==> config.mk <==
export PLATFORM = sky130hd
export DESIGN_NAME = temperature_trend_threat_classifier_flat
export DESIGN_NICKNAME = d
export VERILOG_FILES = /design/src/hw/rtl/ttc_pkg.sv /design/src/hw/rtl/ttc_if.sv /design/src/hw/rtl/temperature_trend_threat_classifier.sv /design/src/hw/rtl/ttc_cfg.sv /design/src/hw/rtl/ttc_ring.sv /design/src/hw/rtl/ttc_div.sv /design/src/flat_wrapper.sv
export VERILOG_INCLUDE_DIRS = /design/src /design/src/hw/rtl
export SDC_FILE = /design/constraint.sdc
export NUM_CORES = 2
export LEC_CHECK = 0
export ABC_AREA = 1
export BUFFER_PORTS_ARGS = -buffer_cell sky130_fd_sc_hd__buf_2
export CAP_MARGIN = 10
export CORE_MARGIN = 5
export CORE_UTILIZATION = 40
export DETAILED_ROUTE_END_ITERATION = 8
export MAX_ROUTING_LAYER = met4
export PLACE_DENSITY = 0.58
export SLEW_MARGIN = 10
export SYNTH_ARGS = -nofsm -noshare
export SYNTH_HDL_FRONTEND = slang
export SYNTH_HIERARCHICAL = 1
export SYNTH_SLANG_ARGS = --single-unit
==> constraint.sdc <==
create_clock -name i_clk -period 7.8 [get_ports i_clk]
set_input_delay 1.95 -clock i_clk [delete_from_list [all_inputs] [get_ports i_clk]]
set_output_delay 1.95 -clock i_clk [all_outputs]
set_load 0.02 [all_outputs]
==> src/hw/rtl/temperature_trend_threat_classifier_defines.svh <==
// Assertion macros for the temperature trend threat classifier.
`ifndef TEMPERATURE_TREND_THREAT_CLASSIFIER_DEFINES_SVH
`define TEMPERATURE_TREND_THREAT_CLASSIFIER_DEFINES_SVH

// Same-cycle implication, disabled during reset.
`define TTC_ASSERT_IMPLY(label, clk, rst_n, ante, cons, msg) \
    label: assert property (@(posedge clk) disable iff (!rst_n) (ante) |-> (cons)) \
        else $error(msg);

// Next-cycle implication, disabled during reset.
`define TTC_ASSERT_NEXT(label, clk, rst_n, ante, cons, msg) \
    label: assert property (@(posedge clk) disable iff (!rst_n) (ante) |=> (cons)) \
        else $error(msg);

`endif

==> src/hw/rtl/ttc_pkg.sv <==
// Shared types and constants of the temperature trend threat classifier.
package ttc_pkg;

    localparam int TEMP_IN_W = 12;
    localparam int TEMP_W    = 11;
    localparam int HUM_W     = 10;
    localparam int TIME_W    = 48;
    localparam int STATUS_W  = 2;
    localparam int RATE_W    = 18;
    localparam int THREAT_W  = 3;
    localparam int LIM_W     = 17;
    localparam int FIRE_W    = 11;

    localparam int MAG_W     = 11;
    localparam int SCALE_W   = 26;
    localparam int NUM_W     = MAG_W + SCALE_W;
    localparam int DEN_W     = TIME_W;
    localparam int QUO_W     = 17;

    localparam logic [SCALE_W-1:0] US_PER_MINUTE   = 26'd60000000;
    localparam logic [TIME_W-1:0]  MIN_INTERVAL_US = 48'd600000;

    localparam logic [HUM_W-1:0]            HUM_MAX     = 10'd1000;
    localparam logic signed [TEMP_IN_W-1:0] TEMP_MIN    = -12'sd200;
    localparam logic signed [TEMP_IN_W-1:0] TEMP_MAX    = 12'sd800;
    localparam logic signed [12:0]          FIRE_MARGIN = 13'sd50;

    localparam logic [STATUS_W-1:0] ST_OK    = 2'd0;
    localparam logic [STATUS_W-1:0] ST_FAIL  = 2'd1;
    localparam logic [STATUS_W-1:0] ST_RANGE = 2'd2;

    localparam logic [THREAT_W-1:0] THR_NONE     = 3'd0;
    localparam logic [THREAT_W-1:0] THR_LOW      = 3'd1;
    localparam logic [THREAT_W-1:0] THR_MEDIUM   = 3'd2;
    localparam logic [THREAT_W-1:0] THR_HIGH     = 3'd3;
    localparam logic [THREAT_W-1:0] THR_CRITICAL = 3'd4;

    localparam int ADDR_W = 5;
    localparam int DATA_W = 32;

    localparam logic [2:0] REG_DRY      = 3'd0;
    localparam logic [2:0] REG_FIRE     = 3'd1;
    localparam logic [2:0] REG_RATE_LOW = 3'd2;
    localparam logic [2:0] REG_RATE_MED = 3'd3;
    localparam logic [2:0] REG_RATE_HI  = 3'd4;
    localparam logic [2:0] REG_RATE_CR  = 3'd5;

    localparam logic [HUM_W-1:0]         RST_DRY      = 10'd300;
    localparam logic signed [FIRE_W-1:0] RST_FIRE     = 11'sd600;
    localparam logic [LIM_W-1:0]         RST_RATE_LOW = 17'd10;
    localparam logic [LIM_W-1:0]         RST_RATE_MED = 17'd20;
    localparam logic [LIM_W-1:0]         RST_RATE_HI  = 17'd50;
    localparam logic [LIM_W-1:0]         RST_RATE_CR  = 17'd100;

    typedef struct packed {
        logic [HUM_W-1:0]         dry_humidity_limit;
        logic signed [FIRE_W-1:0] fire_temperature;
        logic [LIM_W-1:0]         rate_low_limit;
        logic [LIM_W-1:0]         rate_medium_limit;
        logic [LIM_W-1:0]         rate_high_limit;
        logic [LIM_W-1:0]         rate_critical_limit;
    } t_cfg;

    typedef struct packed {
        logic signed [TEMP_W-1:0] temp;
        logic [TIME_W-1:0]        stamp;
    } t_sample;

    typedef struct packed {
        logic             start;
        logic [NUM_W-1:0] num;
        logic [DEN_W-1:0] den;
    } t_div_req;

    typedef struct packed {
        logic             busy;
        logic             done;
        logic [QUO_W-1:0] quo;
    } t_div_rsp;

endpackage

==> src/hw/rtl/ttc_if.sv <==
// Valid/ready item channels for readings and results.
interface ttc_in_if;
    logic                                     valid;
    logic                                     ready;
    logic                                     read_ok;
    logic signed [ttc_pkg::TEMP_IN_W-1:0]     temperature_tenths;
    logic [ttc_pkg::HUM_W-1:0]                humidity_tenths;
    logic [ttc_pkg::TIME_W-1:0]               time_us;

    modport source (output valid, read_ok, temperature_tenths, humidity_tenths, time_us,
                    input ready);
    modport sink   (input valid, read_ok, temperature_tenths, humidity_tenths, time_us,
                    output ready);
endinterface

interface ttc_out_if;
    logic                                 valid;
    logic                                 ready;
    logic [ttc_pkg::STATUS_W-1:0]         status;
    logic signed [ttc_pkg::RATE_W-1:0]    rise_rate;
    logic [ttc_pkg::THREAT_W-1:0]         threat_level;

    modport source (output valid, status, rise_rate, threat_level, input ready);
    modport sink   (input valid, status, rise_rate, threat_level, output ready);
endinterface

==> src/hw/rtl/temperature_trend_threat_classifier.sv <==
// Top level: reading check, rise rate from history memory, threat grading.
// One reading is in work at a time. A failed or out-of-range reading goes from
// acceptance to the done state. A valid reading passes the read, go and done
// states, with the divide state between go and done when a rise rate is computed
// (history at least half full and more than 600 ms since the oldest stored
// sample): the serial divider yields one quotient bit per cycle over the 37-bit
// scaled temperature delta. A new reading is taken while the previous result still
// waits in the output register. The history memory needs no clearing after reset.
`include "temperature_trend_threat_classifier_defines.svh"

module temperature_trend_threat_classifier #(
    parameter int HISTORY_DEPTH = 8
) (
    input  logic                        i_clk,
    input  logic                        i_rst_n,
    input  logic                        psel,
    input  logic                        penable,
    input  logic                        pwrite,
    input  logic [ttc_pkg::ADDR_W-1:0]  paddr,
    input  logic [ttc_pkg::DATA_W-1:0]  pwdata,
    output logic [ttc_pkg::DATA_W-1:0]  prdata,
    output logic                        pready,
    ttc_in_if.sink                      i_item,
    ttc_out_if.source                   o_result
);
    localparam logic [2:0] S_IDLE = 3'd0;
    localparam logic [2:0] S_RD   = 3'd1;
    localparam logic [2:0] S_GO   = 3'd2;
    localparam logic [2:0] S_DIV  = 3'd3;
    localparam logic [2:0] S_DONE = 3'd4;

    ttc_pkg::t_cfg     cfg;
    ttc_pkg::t_sample  rd_sample;
    ttc_pkg::t_sample  wr_sample;
    ttc_pkg::t_div_req div_req;
    ttc_pkg::t_div_rsp div_rsp;
    logic              warm;

    logic [2:0]                         r_state;
    logic [ttc_pkg::STATUS_W-1:0]       r_status;
    logic signed [ttc_pkg::TEMP_W-1:0]  r_temp;
    logic [ttc_pkg::HUM_W-1:0]          r_hum;
    logic [ttc_pkg::TIME_W-1:0]         r_time;
    logic [ttc_pkg::TIME_W-1:0]         r_dt;
    logic [ttc_pkg::MAG_W-1:0]          r_mag;
    logic                               r_neg;
    logic                               r_en;
    logic signed [ttc_pkg::RATE_W-1:0]  r_rate;
    logic                               r_ov;
    logic [ttc_pkg::STATUS_W-1:0]       r_o_status;
    logic signed [ttc_pkg::RATE_W-1:0]  r_o_rate;
    logic [ttc_pkg::THREAT_W-1:0]       r_o_threat;

    logic                               accept;
    logic [ttc_pkg::STATUS_W-1:0]       in_status;
    logic                               load_out;
    logic                               wr_en;
    logic [ttc_pkg::TIME_W-1:0]         dt;
    logic signed [ttc_pkg::TEMP_IN_W-1:0] dtemp;
    logic [ttc_pkg::TEMP_IN_W-1:0]      dtemp_abs;
    logic [ttc_pkg::RATE_W-1:0]         quo_ext;
    logic signed [12:0]                 temp_x;
    logic signed [12:0]                 fire_x;
    logic signed [ttc_pkg::RATE_W-1:0]  lim_low;
    logic signed [ttc_pkg::RATE_W-1:0]  lim_med;
    logic signed [ttc_pkg::RATE_W-1:0]  lim_hi;
    logic signed [ttc_pkg::RATE_W-1:0]  lim_cr;
    logic                               dry;
    logic [ttc_pkg::THREAT_W-1:0]       threat;

    ttc_cfg u_cfg (
        .i_clk   (i_clk),
        .i_rst_n (i_rst_n),
        .psel    (psel),
        .penable (penable),
        .pwrite  (pwrite),
        .paddr   (paddr),
        .pwdata  (pwdata),
        .prdata  (prdata),
        .pready  (pready),
        .o_cfg   (cfg)
    );

    ttc_ring #(.DEPTH(HISTORY_DEPTH)) u_ring (
        .i_clk     (i_clk),
        .i_rst_n   (i_rst_n),
        .i_rd_en   (accept),
        .i_wr_en   (wr_en),
        .i_wr_data (wr_sample),
        .o_rd_data (rd_sample),
        .o_warm    (warm)
    );

    ttc_div u_div (
        .i_clk   (i_clk),
        .i_rst_n (i_rst_n),
        .i_req   (div_req),
        .o_rsp   (div_rsp)
    );

    assign i_item.ready = (r_state == S_IDLE);
    assign accept       = i_item.valid && (r_state == S_IDLE);

    always_comb begin
        if (!i_item.read_ok) begin
            in_status = ttc_pkg::ST_FAIL;
        end else if (i_item.humidity_tenths > ttc_pkg::HUM_MAX
                     || i_item.temperature_tenths < ttc_pkg::TEMP_MIN
                     || i_item.temperature_tenths > ttc_pkg::TEMP_MAX) begin
            in_status = ttc_pkg::ST_RANGE;
        end else begin
            in_status = ttc_pkg::ST_OK;
        end
    end

    // delta against the oldest sample
    assign dt        = r_time - rd_sample.stamp;
    assign dtemp     = ttc_pkg::TEMP_IN_W'(r_temp) - ttc_pkg::TEMP_IN_W'(rd_sample.temp);
    assign dtemp_abs = dtemp[ttc_pkg::TEMP_IN_W-1] ? -dtemp : dtemp;

    assign div_req.start = (r_state == S_GO) && r_en;
    assign div_req.num   = ttc_pkg::NUM_W'(r_mag) * ttc_pkg::NUM_W'(ttc_pkg::US_PER_MINUTE);
    assign div_req.den   = r_dt;

    assign quo_ext = ttc_pkg::RATE_W'(div_rsp.quo);

    assign load_out = (r_state == S_DONE) && (!r_ov || o_result.ready);
    assign wr_en    = load_out && (r_status == ttc_pkg::ST_OK);

    assign wr_sample.temp  = r_temp;
    assign wr_sample.stamp = r_time;

    // threat grading
    assign temp_x  = 13'(r_temp);
    assign fire_x  = 13'(cfg.fire_temperature);
    assign lim_low = $signed({1'b0, cfg.rate_low_limit});
    assign lim_med = $signed({1'b0, cfg.rate_medium_limit});
    assign lim_hi  = $signed({1'b0, cfg.rate_high_limit});
    assign lim_cr  = $signed({1'b0, cfg.rate_critical_limit});
    assign dry     = (r_hum <= cfg.dry_humidity_limit);

    always_comb begin
        if (temp_x >= fire_x && dry) begin
            threat = ttc_pkg::THR_HIGH;
        end else if (temp_x >= fire_x) begin
            threat = ttc_pkg::THR_MEDIUM;
        end else if (temp_x >= fire_x - ttc_pkg::FIRE_MARGIN) begin
            threat = ttc_pkg::THR_LOW;
        end else begin
            threat = ttc_pkg::THR_NONE;
        end

        priority if (r_rate >= lim_cr) begin
            threat = ttc_pkg::THR_CRITICAL;
        end else if (r_rate >= lim_hi) begin
            if (threat < ttc_pkg::THR_HIGH) threat = ttc_pkg::THR_HIGH;
        end else if (r_rate >= lim_med) begin
            if (threat < ttc_pkg::THR_MEDIUM) threat = ttc_pkg::THR_MEDIUM;
        end else if (r_rate >= lim_low) begin
            if (threat < ttc_pkg::THR_LOW) threat = ttc_pkg::THR_LOW;
        end else begin
        end

        if (dry && r_rate >= lim_med && threat < ttc_pkg::THR_HIGH) begin
            threat = ttc_pkg::THR_HIGH;
        end
    end

    always_ff @(posedge i_clk) begin
        if (!i_rst_n) begin
            r_state <= S_IDLE;
            r_ov    <= 1'b0;
        end else begin
            unique case (r_state)
                S_IDLE: begin
                    if (accept) begin
                        r_state <= (in_status == ttc_pkg::ST_OK) ? S_RD : S_DONE;
                    end
                end
                S_RD:   r_state <= S_GO;
                S_GO:   r_state <= r_en ? S_DIV : S_DONE;
                S_DIV: begin
                    if (div_rsp.done) begin
                        r_state <= S_DONE;
                    end
                end
                S_DONE: begin
                    if (load_out) begin
                        r_state <= S_IDLE;
                    end
                end
                default: r_state <= S_IDLE;
            endcase
            if (load_out) begin
                r_ov <= 1'b1;
            end else if (o_result.ready) begin
                r_ov <= 1'b0;
            end
        end
    end

    always_ff @(posedge i_clk) begin
        if (accept) begin
            r_status <= in_status;
            r_temp   <= i_item.temperature_tenths[ttc_pkg::TEMP_W-1:0];
            r_hum    <= i_item.humidity_tenths;
            r_time   <= i_item.time_us;
            r_rate   <= '0;
        end
        if (r_state == S_RD) begin
            r_dt  <= dt;
            r_mag <= dtemp_abs[ttc_pkg::MAG_W-1:0];
            r_neg <= dtemp[ttc_pkg::TEMP_IN_W-1];
            r_en  <= warm && (dt > ttc_pkg::MIN_INTERVAL_US);
        end
        if (r_state == S_DIV && div_rsp.done) begin
            r_rate <= r_neg ? -$signed(quo_ext) : $signed(quo_ext);
        end
        if (load_out) begin
            r_o_status <= r_status;
            r_o_rate   <= (r_status == ttc_pkg::ST_OK) ? r_rate : '0;
            r_o_threat <= (r_status == ttc_pkg::ST_OK) ? threat : ttc_pkg::THR_NONE;
        end
    end

    assign o_result.valid        = r_ov;
    assign o_result.status       = r_o_status;
    assign o_result.rise_rate    = r_o_rate;
    assign o_result.threat_level = r_o_threat;

    `TTC_ASSERT_IMPLY(a_reject_zero, i_clk, i_rst_n, r_ov && r_o_status != ttc_pkg::ST_OK, r_o_rate == '0 && r_o_threat == ttc_pkg::THR_NONE, "rejected item carries rate or threat")
    `TTC_ASSERT_NEXT(a_read_follows, i_clk, i_rst_n, accept && in_status == ttc_pkg::ST_OK, r_state == S_RD, "valid item did not read history")
    `TTC_ASSERT_IMPLY(a_div_start_idle, i_clk, i_rst_n, div_req.start, !div_rsp.busy, "divider started while busy")
    `TTC_ASSERT_IMPLY(a_write_ok_only, i_clk, i_rst_n, wr_en, r_state == S_DONE && r_status == ttc_pkg::ST_OK, "history written by a rejected item")
endmodule

==> src/hw/rtl/ttc_cfg.sv <==
// APB configuration registers: thresholds and rate limits.
module ttc_cfg (
    input  logic                        i_clk,
    input  logic                        i_rst_n,
    input  logic                        psel,
    input  logic                        penable,
    input  logic                        pwrite,
    input  logic [ttc_pkg::ADDR_W-1:0]  paddr,
    input  logic [ttc_pkg::DATA_W-1:0]  pwdata,
    output logic [ttc_pkg::DATA_W-1:0]  prdata,
    output logic                        pready,
    output ttc_pkg::t_cfg               o_cfg
);
    ttc_pkg::t_cfg r_cfg;
    logic [2:0]    idx;
    logic          wr;

    assign idx    = paddr[4:2];
    assign wr     = psel && penable && pwrite;
    assign pready = 1'b1;
    assign o_cfg  = r_cfg;

    always_ff @(posedge i_clk) begin
        if (!i_rst_n) begin
            r_cfg.dry_humidity_limit  <= ttc_pkg::RST_DRY;
            r_cfg.fire_temperature    <= ttc_pkg::RST_FIRE;
            r_cfg.rate_low_limit      <= ttc_pkg::RST_RATE_LOW;
            r_cfg.rate_medium_limit   <= ttc_pkg::RST_RATE_MED;
            r_cfg.rate_high_limit     <= ttc_pkg::RST_RATE_HI;
            r_cfg.rate_critical_limit <= ttc_pkg::RST_RATE_CR;
        end else if (wr) begin
            unique case (idx)
                ttc_pkg::REG_DRY:      r_cfg.dry_humidity_limit  <= pwdata[ttc_pkg::HUM_W-1:0];
                ttc_pkg::REG_FIRE:     r_cfg.fire_temperature    <= pwdata[ttc_pkg::FIRE_W-1:0];
                ttc_pkg::REG_RATE_LOW: r_cfg.rate_low_limit      <= pwdata[ttc_pkg::LIM_W-1:0];
                ttc_pkg::REG_RATE_MED: r_cfg.rate_medium_limit   <= pwdata[ttc_pkg::LIM_W-1:0];
                ttc_pkg::REG_RATE_HI:  r_cfg.rate_high_limit     <= pwdata[ttc_pkg::LIM_W-1:0];
                ttc_pkg::REG_RATE_CR:  r_cfg.rate_critical_limit <= pwdata[ttc_pkg::LIM_W-1:0];
                default: ;
            endcase
        end
    end

    always_comb begin
        unique case (idx)
            ttc_pkg::REG_DRY:      prdata = ttc_pkg::DATA_W'(r_cfg.dry_humidity_limit);
            ttc_pkg::REG_FIRE:     prdata = ttc_pkg::DATA_W'(r_cfg.fire_temperature);
            ttc_pkg::REG_RATE_LOW: prdata = ttc_pkg::DATA_W'(r_cfg.rate_low_limit);
            ttc_pkg::REG_RATE_MED: prdata = ttc_pkg::DATA_W'(r_cfg.rate_medium_limit);
            ttc_pkg::REG_RATE_HI:  prdata = ttc_pkg::DATA_W'(r_cfg.rate_high_limit);
            ttc_pkg::REG_RATE_CR:  prdata = ttc_pkg::DATA_W'(r_cfg.rate_critical_limit);
            default:               prdata = '0;
        endcase
    end
endmodule

==> src/hw/rtl/ttc_ring.sv <==
// Sample history memory with write slot and fill count.
`include "temperature_trend_threat_classifier_defines.svh"

module ttc_ring #(
    parameter int DEPTH = 8
) (
    input  logic             i_clk,
    input  logic             i_rst_n,
    input  logic             i_rd_en,
    input  logic             i_wr_en,
    input  ttc_pkg::t_sample i_wr_data,
    output ttc_pkg::t_sample o_rd_data,
    output logic             o_warm
);
    localparam int SLOT_W = $clog2(DEPTH);
    localparam int CNT_W  = $clog2(DEPTH + 1);

    ttc_pkg::t_sample  r_mem [DEPTH];
    ttc_pkg::t_sample  r_rd_data;
    logic [SLOT_W-1:0] r_slot;
    logic [SLOT_W-1:0] n_slot;
    logic [CNT_W-1:0]  r_count;
    logic [CNT_W-1:0]  n_count;
    logic [SLOT_W-1:0] tail;
    logic              full;

    // oldest entry: slot zero until the ring wraps, the write slot after
    assign full      = (r_count == CNT_W'(DEPTH));
    assign tail      = full ? r_slot : '0;
    assign o_warm    = (r_count >= CNT_W'(DEPTH / 2));
    assign o_rd_data = r_rd_data;

    always_ff @(posedge i_clk) begin
        if (i_wr_en) begin
            r_mem[r_slot] <= i_wr_data;
        end
        if (i_rd_en) begin
            r_rd_data <= r_mem[tail];
        end
    end

    always_comb begin
        n_slot  = r_slot;
        n_count = r_count;
        if (i_wr_en) begin
            n_slot = (r_slot == SLOT_W'(DEPTH - 1)) ? '0 : r_slot + 1'b1;
            if (!full) begin
                n_count = r_count + 1'b1;
            end
        end
    end

    always_ff @(posedge i_clk) begin
        if (!i_rst_n) begin
            r_slot  <= '0;
            r_count <= '0;
        end else begin
            r_slot  <= n_slot;
            r_count <= n_count;
        end
    end

    `TTC_ASSERT_IMPLY(a_count_bound, i_clk, i_rst_n, 1'b1, r_count <= CNT_W'(DEPTH), "fill count over depth")
    `TTC_ASSERT_IMPLY(a_slot_bound, i_clk, i_rst_n, 1'b1, r_slot <= SLOT_W'(DEPTH - 1), "slot over depth")
    `TTC_ASSERT_NEXT(a_count_step, i_clk, i_rst_n, i_wr_en && !full, r_count == $past(r_count) + 1'b1, "fill count missed a write")
endmodule

==> src/hw/rtl/ttc_div.sv <==
// Restoring serial divider, one quotient bit per cycle.
module ttc_div (
    input  logic              i_clk,
    input  logic              i_rst_n,
    input  ttc_pkg::t_div_req i_req,
    output ttc_pkg::t_div_rsp o_rsp
);
    localparam int CNT_W = $clog2(ttc_pkg::NUM_W + 1);

    logic                      r_busy;
    logic                      r_done;
    logic [CNT_W-1:0]          r_cnt;
    logic [ttc_pkg::DEN_W-1:0] r_rem;
    logic [ttc_pkg::NUM_W-1:0] r_q;
    logic [ttc_pkg::DEN_W-1:0] r_den;
    logic [ttc_pkg::DEN_W:0]   trial;
    logic [ttc_pkg::DEN_W:0]   diff;
    logic                      fits;

    assign trial = {r_rem, r_q[ttc_pkg::NUM_W-1]};
    assign diff  = trial - {1'b0, r_den};
    assign fits  = (trial >= {1'b0, r_den});

    assign o_rsp.busy = r_busy;
    assign o_rsp.done = r_done;
    assign o_rsp.quo  = r_q[ttc_pkg::QUO_W-1:0];

    always_ff @(posedge i_clk) begin
        if (!i_rst_n) begin
            r_busy <= 1'b0;
            r_done <= 1'b0;
            r_cnt  <= '0;
        end else begin
            r_done <= r_busy && (r_cnt == CNT_W'(1));
            if (i_req.start) begin
                r_busy <= 1'b1;
                r_cnt  <= CNT_W'(ttc_pkg::NUM_W);
            end else if (r_busy) begin
                r_cnt <= r_cnt - 1'b1;
                if (r_cnt == CNT_W'(1)) begin
                    r_busy <= 1'b0;
                end
            end
        end
    end

    always_ff @(posedge i_clk) begin
        if (i_req.start) begin
            r_rem <= '0;
            r_q   <= i_req.num;
            r_den <= i_req.den;
        end else if (r_busy) begin
            r_rem <= fits ? diff[ttc_pkg::DEN_W-1:0] : trial[ttc_pkg::DEN_W-1:0];
            r_q   <= {r_q[ttc_pkg::NUM_W-2:0], fits};
        end
    end
endmodule
==> src/flat_wrapper.sv <==
// flat-port wrapper written by rule: the top's interface ports become plain ports
module temperature_trend_threat_classifier_flat 
#(
    parameter int HISTORY_DEPTH = 8
)
  (i_clk, i_rst_n, psel, penable, pwrite, paddr, pwdata, prdata, pready, i_item_valid, i_item_read_ok, i_item_temperature_tenths, i_item_humidity_tenths, i_item_time_us, i_item_ready, o_result_valid, o_result_status, o_result_rise_rate, o_result_threat_level, o_result_ready);
  ttc_in_if i_item_i ();
  ttc_out_if o_result_i ();
  input  logic i_clk;
  input  logic i_rst_n;
  input  logic psel;
  input  logic penable;
  input  logic pwrite;
  input  logic [ttc_pkg::ADDR_W-1:0] paddr;
  input  logic [ttc_pkg::DATA_W-1:0] pwdata;
  output logic [ttc_pkg::DATA_W-1:0] prdata;
  output logic pready;
  input wire logic [$bits(i_item_i.valid)-1:0] i_item_valid;
  input wire logic [$bits(i_item_i.read_ok)-1:0] i_item_read_ok;
  input wire logic [$bits(i_item_i.temperature_tenths)-1:0] i_item_temperature_tenths;
  input wire logic [$bits(i_item_i.humidity_tenths)-1:0] i_item_humidity_tenths;
  input wire logic [$bits(i_item_i.time_us)-1:0] i_item_time_us;
  output wire logic [$bits(i_item_i.ready)-1:0] i_item_ready;
  output wire logic [$bits(o_result_i.valid)-1:0] o_result_valid;
  output wire logic [$bits(o_result_i.status)-1:0] o_result_status;
  output wire logic [$bits(o_result_i.rise_rate)-1:0] o_result_rise_rate;
  output wire logic [$bits(o_result_i.threat_level)-1:0] o_result_threat_level;
  input wire logic [$bits(o_result_i.ready)-1:0] o_result_ready;
  assign i_item_i.valid = i_item_valid;
  assign i_item_i.read_ok = i_item_read_ok;
  assign i_item_i.temperature_tenths = i_item_temperature_tenths;
  assign i_item_i.humidity_tenths = i_item_humidity_tenths;
  assign i_item_i.time_us = i_item_time_us;
  assign i_item_ready = i_item_i.ready;
  assign o_result_valid = o_result_i.valid;
  assign o_result_status = o_result_i.status;
  assign o_result_rise_rate = o_result_i.rise_rate;
  assign o_result_threat_level = o_result_i.threat_level;
  assign o_result_i.ready = o_result_ready;
  temperature_trend_threat_classifier #(.HISTORY_DEPTH(HISTORY_DEPTH)) u_core (.i_clk(i_clk), .i_rst_n(i_rst_n), .psel(psel), .penable(penable), .pwrite(pwrite), .paddr(paddr), .pwdata(pwdata), .prdata(prdata), .pready(pready), .i_item(i_item_i), .o_result(o_result_i));
endmodule
# Word-level counts from Yosys, hierarchy flattened
# Memory sizes are Yosys's and may differ from the RTL's. A register that Yosys moved wholly into a read port is not among the register bits.
# Index checks and enable logic that the tools add are counted.
op_classes:
  n_addsub: 9
  n_mul: 1
  div: 0
  order_cmp: 17
  n_eq_ne: 15
  shift: 0
  muxes: 38
  bitwise: 3
  n_reduce_logical: 33
ops:
  columns: ["operator", "n"]
  rows:
  - ["case mux 32 bit (6 select lines)", 1]
  - ["subtractor 48 bit", 2]
  - ["two-way mux 37 bit", 2]
  - [">= comparator 18 bit", 4]
  - ["two-way mux 18 bit", 3]
  - [">= comparator 49 x 48 -> 1 bit", 1]
  - ["> comparator 48 x 20 -> 1 bit (second input constant)", 1]
  - ["two-way mux 3 bit", 16]
  - ["two-way mux 48 bit", 1]
  - ["multiplier 11 x 18 -> 29 bit (second input constant)", 1]
  - ["negator 17 -> 18 bit", 1]
  - ["case mux 3 bit (5 select lines)", 1]
  - ["AND reduction 2 bit", 7]
  - ["equality test 3 x 2 -> 1 bit (second input constant)", 4]
  - ["equality test 3 bit (second input constant)", 4]
  - [">= comparator 11 x 12 -> 1 bit", 1]
  - ["> comparator 12 x 11 -> 1 bit (second input constant)", 1]
  - ["logical AND 1 bit", 12]
  - ["< comparator 12 x 9 -> 1 bit (second input constant)", 1]
  - ["two-way mux 6 bit", 2]
  - ["subtractor 11 x 11 -> 12 bit", 1]
  - ["subtractor 11 x 7 -> 12 bit (second input constant)", 1]
  - [">= comparator 11 bit", 1]
  - ["two-way mux 11 bit", 1]
  - ["other kinds (24)", 46]
word_totals:
  ff_bits: 414
  latchBits: 0
  ram_bits: 472
  mem_bits_ro: 0
  inputBits: 115
  out_inout_bits: 58
  elab_cells: 148
  memories: 1
mem_list:
  columns: ["name", "depth", "word_bits", "read_ports", "rd_ports_with_merged_regs", "wr", "line", "rtl"]
  rows:
  - ["u_core.u_ring.r_mem", 8, 59, 1, 1, 1, "ttc_ring.sv:18", "ttc_pkg::t_sample r_mem [DEPTH];"]

# Depth between registers and ports, before layout
logic_depth:
  ltp_word: 14
  ltp_mapped: 24
  mapped_depth_nobuf: 24

# Hierarchy
# The synthesis kept the hierarchy.
by_module_without_submodules:
  columns: ["module", "instances", "cells_per_inst", "area_each_um2", "seq_area_each_um2"]
  rows:
  - ["ttc_ring", 1, 2169, 22633.0, 16085.4]
  - ["temperature_trend_threat_classifier", 1, 2285, 17466.8, 5275.1]
  - ["ttc_div", 1, 1616, 10376.2, 3673.5]
  - ["ttc_cfg", 1, 731, 4594.4, 1781.7]

# Worst setup path before layout
# No wires, ideal clock.
synth_path:
  path_kind: "input to register"
  startpoint: "in i_item_valid"
  endpoint: "reg u_core/r_hum[0] in the netlist's numbering (enable)"
  setup_ns: 0.621
  arrival_time_ns: 7.353
  setup_slack_ns: -0.175
  path_stages: 2
  cell_sequence: "inv_1 nor2_1"
synth_via:
  elab_chain_len: 1
synth_lines:
  columns: ["item", "line", "rtl"]
  rows:
  - ["from (decl)", "flat_wrapper.sv:18", "input wire logic [$bits(i_item_i.valid)-1:0] i_item_valid;"]
  - ["logical AND 1 bit", "temperature_trend_threat_classifier.sv:102", "assign accept = i_item.valid && (r_state == S_IDLE);"]
  - ["via u_core.accept", "temperature_trend_threat_classifier.sv:54", "logic accept;"]
  - ["to (signal assigned)", "temperature_trend_threat_classifier.sv:206", "r_hum <= i_item.humidity_tenths;"]
  - ["to (decl)", "temperature_trend_threat_classifier.sv:42", "logic [ttc_pkg::HUM_W-1:0] r_hum;"]
# The timed path passes the listed nets, and every way through them passes these cells.
# A chain may end at the register's enable or synchronous reset.

# Final worst setup path
layout_path:
  startpoint: "in paddr[3] in the netlist's numbering"
  endpoint: "out prdata[20] in the netlist's numbering"
layout_via:
  elab_chain_len: 2
  word_cells_on_any_way: 7
  classes_between: "eq/ne: 5; mux: 1; reduce/logical: 1"
layout_lines:
  columns: ["item", "line", "rtl"]
  rows:
  - ["from (decl)", "flat_wrapper.sv:14", "input logic [ttc_pkg::ADDR_W-1:0] paddr;"]
  - ["equality test 3 bit (tied with other cells)", "ttc_cfg.sv:45", "unique case (idx)"]
  - ["case mux 32 bit (6 select lines) *", "ttc_cfg.sv:45", null]
  - ["to (decl)", "flat_wrapper.sv:16", "output logic [ttc_pkg::DATA_W-1:0] prdata;"]
# Every way passes the cells marked *; elsewhere a longest branch is shown, timed or not.

==> results.json <==
{
  "status": "complete, no violations",
  "cp_max_fo": 23,
  "setup.worst_path.class": "in2out",
  "maxClockFrequency_mhz": 163,
  "synth-warning-count": 6,
  "worstSkewPairLatency_ps": 740,
  "grt_pass1_vias": 40800,
  "cts.reportedPaths.clkPinSlew_ps": 60,
  "cts.path.max_buffers": 3,
  "setup.worst_path.end_class": "output pin",
  "grt.total_usage_pct": 20.4,
  "hold_viol_final": 0,
  "cts_tree": "done",
  "setup_viol": 0,
  "drc": 0,
  "post_drt_wl_per_cell_um": 16.6,
  "netlist_area_sq_mm": 0.0551,
  "io_pins": 173,
  "floorplan.die.width_um": 381,
  "fin_tns_setup_ps": 0,
  "finish.net_count": 7356,
  "drt-pass1-iter-count": 5,
  "netlist_instances": 6800,
  "slew-limit-headroom_pct": 19.7,
  "crit_required_ps": 5850,
  "first_pass_grt_wire_length_um": 229000,
  "slew_violations": 0,
  "power_per_cell_area_mw_per_mm2": 215,
  "die_h_um": 381,
  "postCtsResizedCells": 0,
  "finalWeightedCongestion": 0.948,
  "final.fill_count": 13600,
  "syn_to_final_growth_pct": 11.0,
  "hpwl_um": 101000,
  "postCtsSetupBuffers": 0,
  "peakVddDrop_v": 0.000252,
  "tightest_slew_ps": 1200,
  "power.total_mw": 13.2,
  "drv.max_cap_violation_count": 0,
  "io_buffers": 154,
  "design.die.area_sq_mm": 0.145,
  "syn_avg_cell_area_sq_um": 8.10,
  "finalClockSkew_ps": 65.5,
  "cts-root-buf": "sky130_fd_sc_hd__clkbuf_16",
  "timing.final.crit_share_pct": 78.5,
  "crit_path_start_kind": "primary input",
  "min_delay_path_class": "reg2reg",
  "fp-row-count": 136,
  "ant_nets": 0,
  "post_drt_via_cell_ratio": 4.85,
  "rsz_0062_raised_after_global_routing": "no",
  "tritoncts.num_buffers": 104,
  "detail_route.wirelength_um": 146000,
  "num_vias": 42500,
  "path_cells": "buf_2, inv_1, nand2_1, nor2_1, buf_4, nand2_1, inv_1, buf_2",
  "num_antenna_cells": 0,
  "initial_core_util_pct": 40.1,
  "worst-endpoint-arrival_ps": 4170,
  "ctsHoldBuffers": 0,
  "setup.reg_to_reg.worst_slack_ps": 2500,
  "core_area_sq_mm": 0.137,
  "grt_start_max_net_pins": 147,
  "final_period_minus_worst_setup_slack_ps": 6120,
  "cts.sinks": 945,
  "leakagePower_nw": 28.8,
  "drtIter0Drc": 2753,
  "drive_above_1_share_pct": 7.09,
  "grt_remaining_overflow": 0,
  "slowest_stage": "sky130_fd_sc_hd__inv_1",
  "timing.critical_path.slowest_cell_delay_ps": 640,
  "h-tree-depth": 3,
  "number_of_antenna_violations_at_the_first_check_in_global_routing": 1
}
-- metal layers --
layer  wire (um)  track usage (%)  vias up
met5           0                -        -
met4        3710             5.34        0
met3        6440             2.28      235
met2       67700             32.9      931
met1       68000             27.6    19800
li1            -                -    21500
-- metrics by stage --
| stage | hold slack, ps | utilization (%) | worst slack [ps] | std cells | instance area [sq um] |
|---|---|---|---|---|---|
| 2_1_floorplan | 400 | - | 1990 | 6807 | 55100 |
| 3_3_place_gp | 401 | 41.9 | 1720 | 8575 | 57400 |
| 3_5_place_dp | 405 | 41.9 | 1710 | 8575 | 57400 |
| 4_1_cts | 397 | 44.6 | 1690 | 8773 | 61100 |
| 5_1_grt | 399 | 44.6 | 1440 | 8773 | 61100 |
| 6_report | 396 | 44.6 | 1680 | 8773 | 61100 |
-- state kept, by name, summed over array words and instances (netlist names), 2 cells and up --
| signal | cells |
|---|---|
| u_core/o_result.threat_level | 3 |
| u_core/o_result.status | 2 |
| u_core/o_result.rise_rate | 18 |
| u_core/u_ring/o_rd_data | 59 |
| u_core/u_div/r_den | 48 |
| u_core/r_status | 2 |
| u_core/r_mag | 11 |
| u_core/u_div/r_q | 37 |
| u_core/r_time | 48 |
| u_core/u_ring/r_slot | 3 |
| u_core/u_div/r_rem | 48 |
| u_core/r_temp | 11 |
| u_core/u_ring/r_mem | 472 |
| u_core/u_ring/r_count | 4 |
| u_core/r_dt | 48 |
| u_core/r_rate | 18 |
| u_core/r_state | 3 |
| u_core/r_hum | 10 |
| u_core/u_div/r_cnt | 6 |
| u_core/u_cfg/o_cfg | 89 |
-- layout make-up --
type	count	area [sq um]	share of cell area (%)
clock inverters	78	962	1.57
inverters	1332	5000	8.19
flip-flops and latches	945	26800	43.9
clock buffers	120	2720	4.44
well taps	1794	2240	3.67
multi-input cells	4304	22200	36.4
repair buffers	200	1160	1.89
-- cell usage in the layout (no fill, tap or decap), drive strengths merged --
master and count:
edfxtp 789, xnor2 38, o21bai 14, clkinvlp 8, xor2 44, a21o 5, a21oi 184, bufinv 18
clkbuf 120, a211oi 8, nand4 133, nor2 750, or2 6, nand3b 24, o21a 5, clkinv 52
buf 200, inv 1332, o211a 1, nand3 520, o21ai 80, nor4b 1, conb 9, or3 2
a21boi 2, dfxtp 156, o31ai 4, o2111ai 1, nor4 11, nor3b 3, o211ai 6, ha 302
and3 2, nand2b 1, and2 2, nand2 2054, nor3 37, fa 52, a31oi 3
-- critical path, delay by kind of cell --
family,cells,cell delay (ps)
simple gates,3,530
buf+inv,5,1670
-- where the power goes --
group          total, mW  internal, mW  switching [mW]  leakage, nW
registers           5.82          5.67           0.151         8.47
clock network       5.22          3.11            2.11         1.78
logic               2.11         0.716            1.39         18.5
-- final timing paths --
path | cells after the start | startpoint | endpoint
hold reg to reg | 0 | u_core/r_dt[2]$_DFFE_PP_ | u_core/u_div/r_den[2]$_DFFE_PP_
setup / recovery | 8 | paddr[3] | prdata[20]
hold / removal | 0 | u_core/r_dt[2]$_DFFE_PP_ | u_core/u_div/r_den[2]$_DFFE_PP_
setup reg to reg | 18 | u_core/r_mag[9]$_DFFE_PP_ | u_core/u_div/r_q[33]$_DFFE_PP_
No activity file was read; power rests on OpenSTA's default activity.
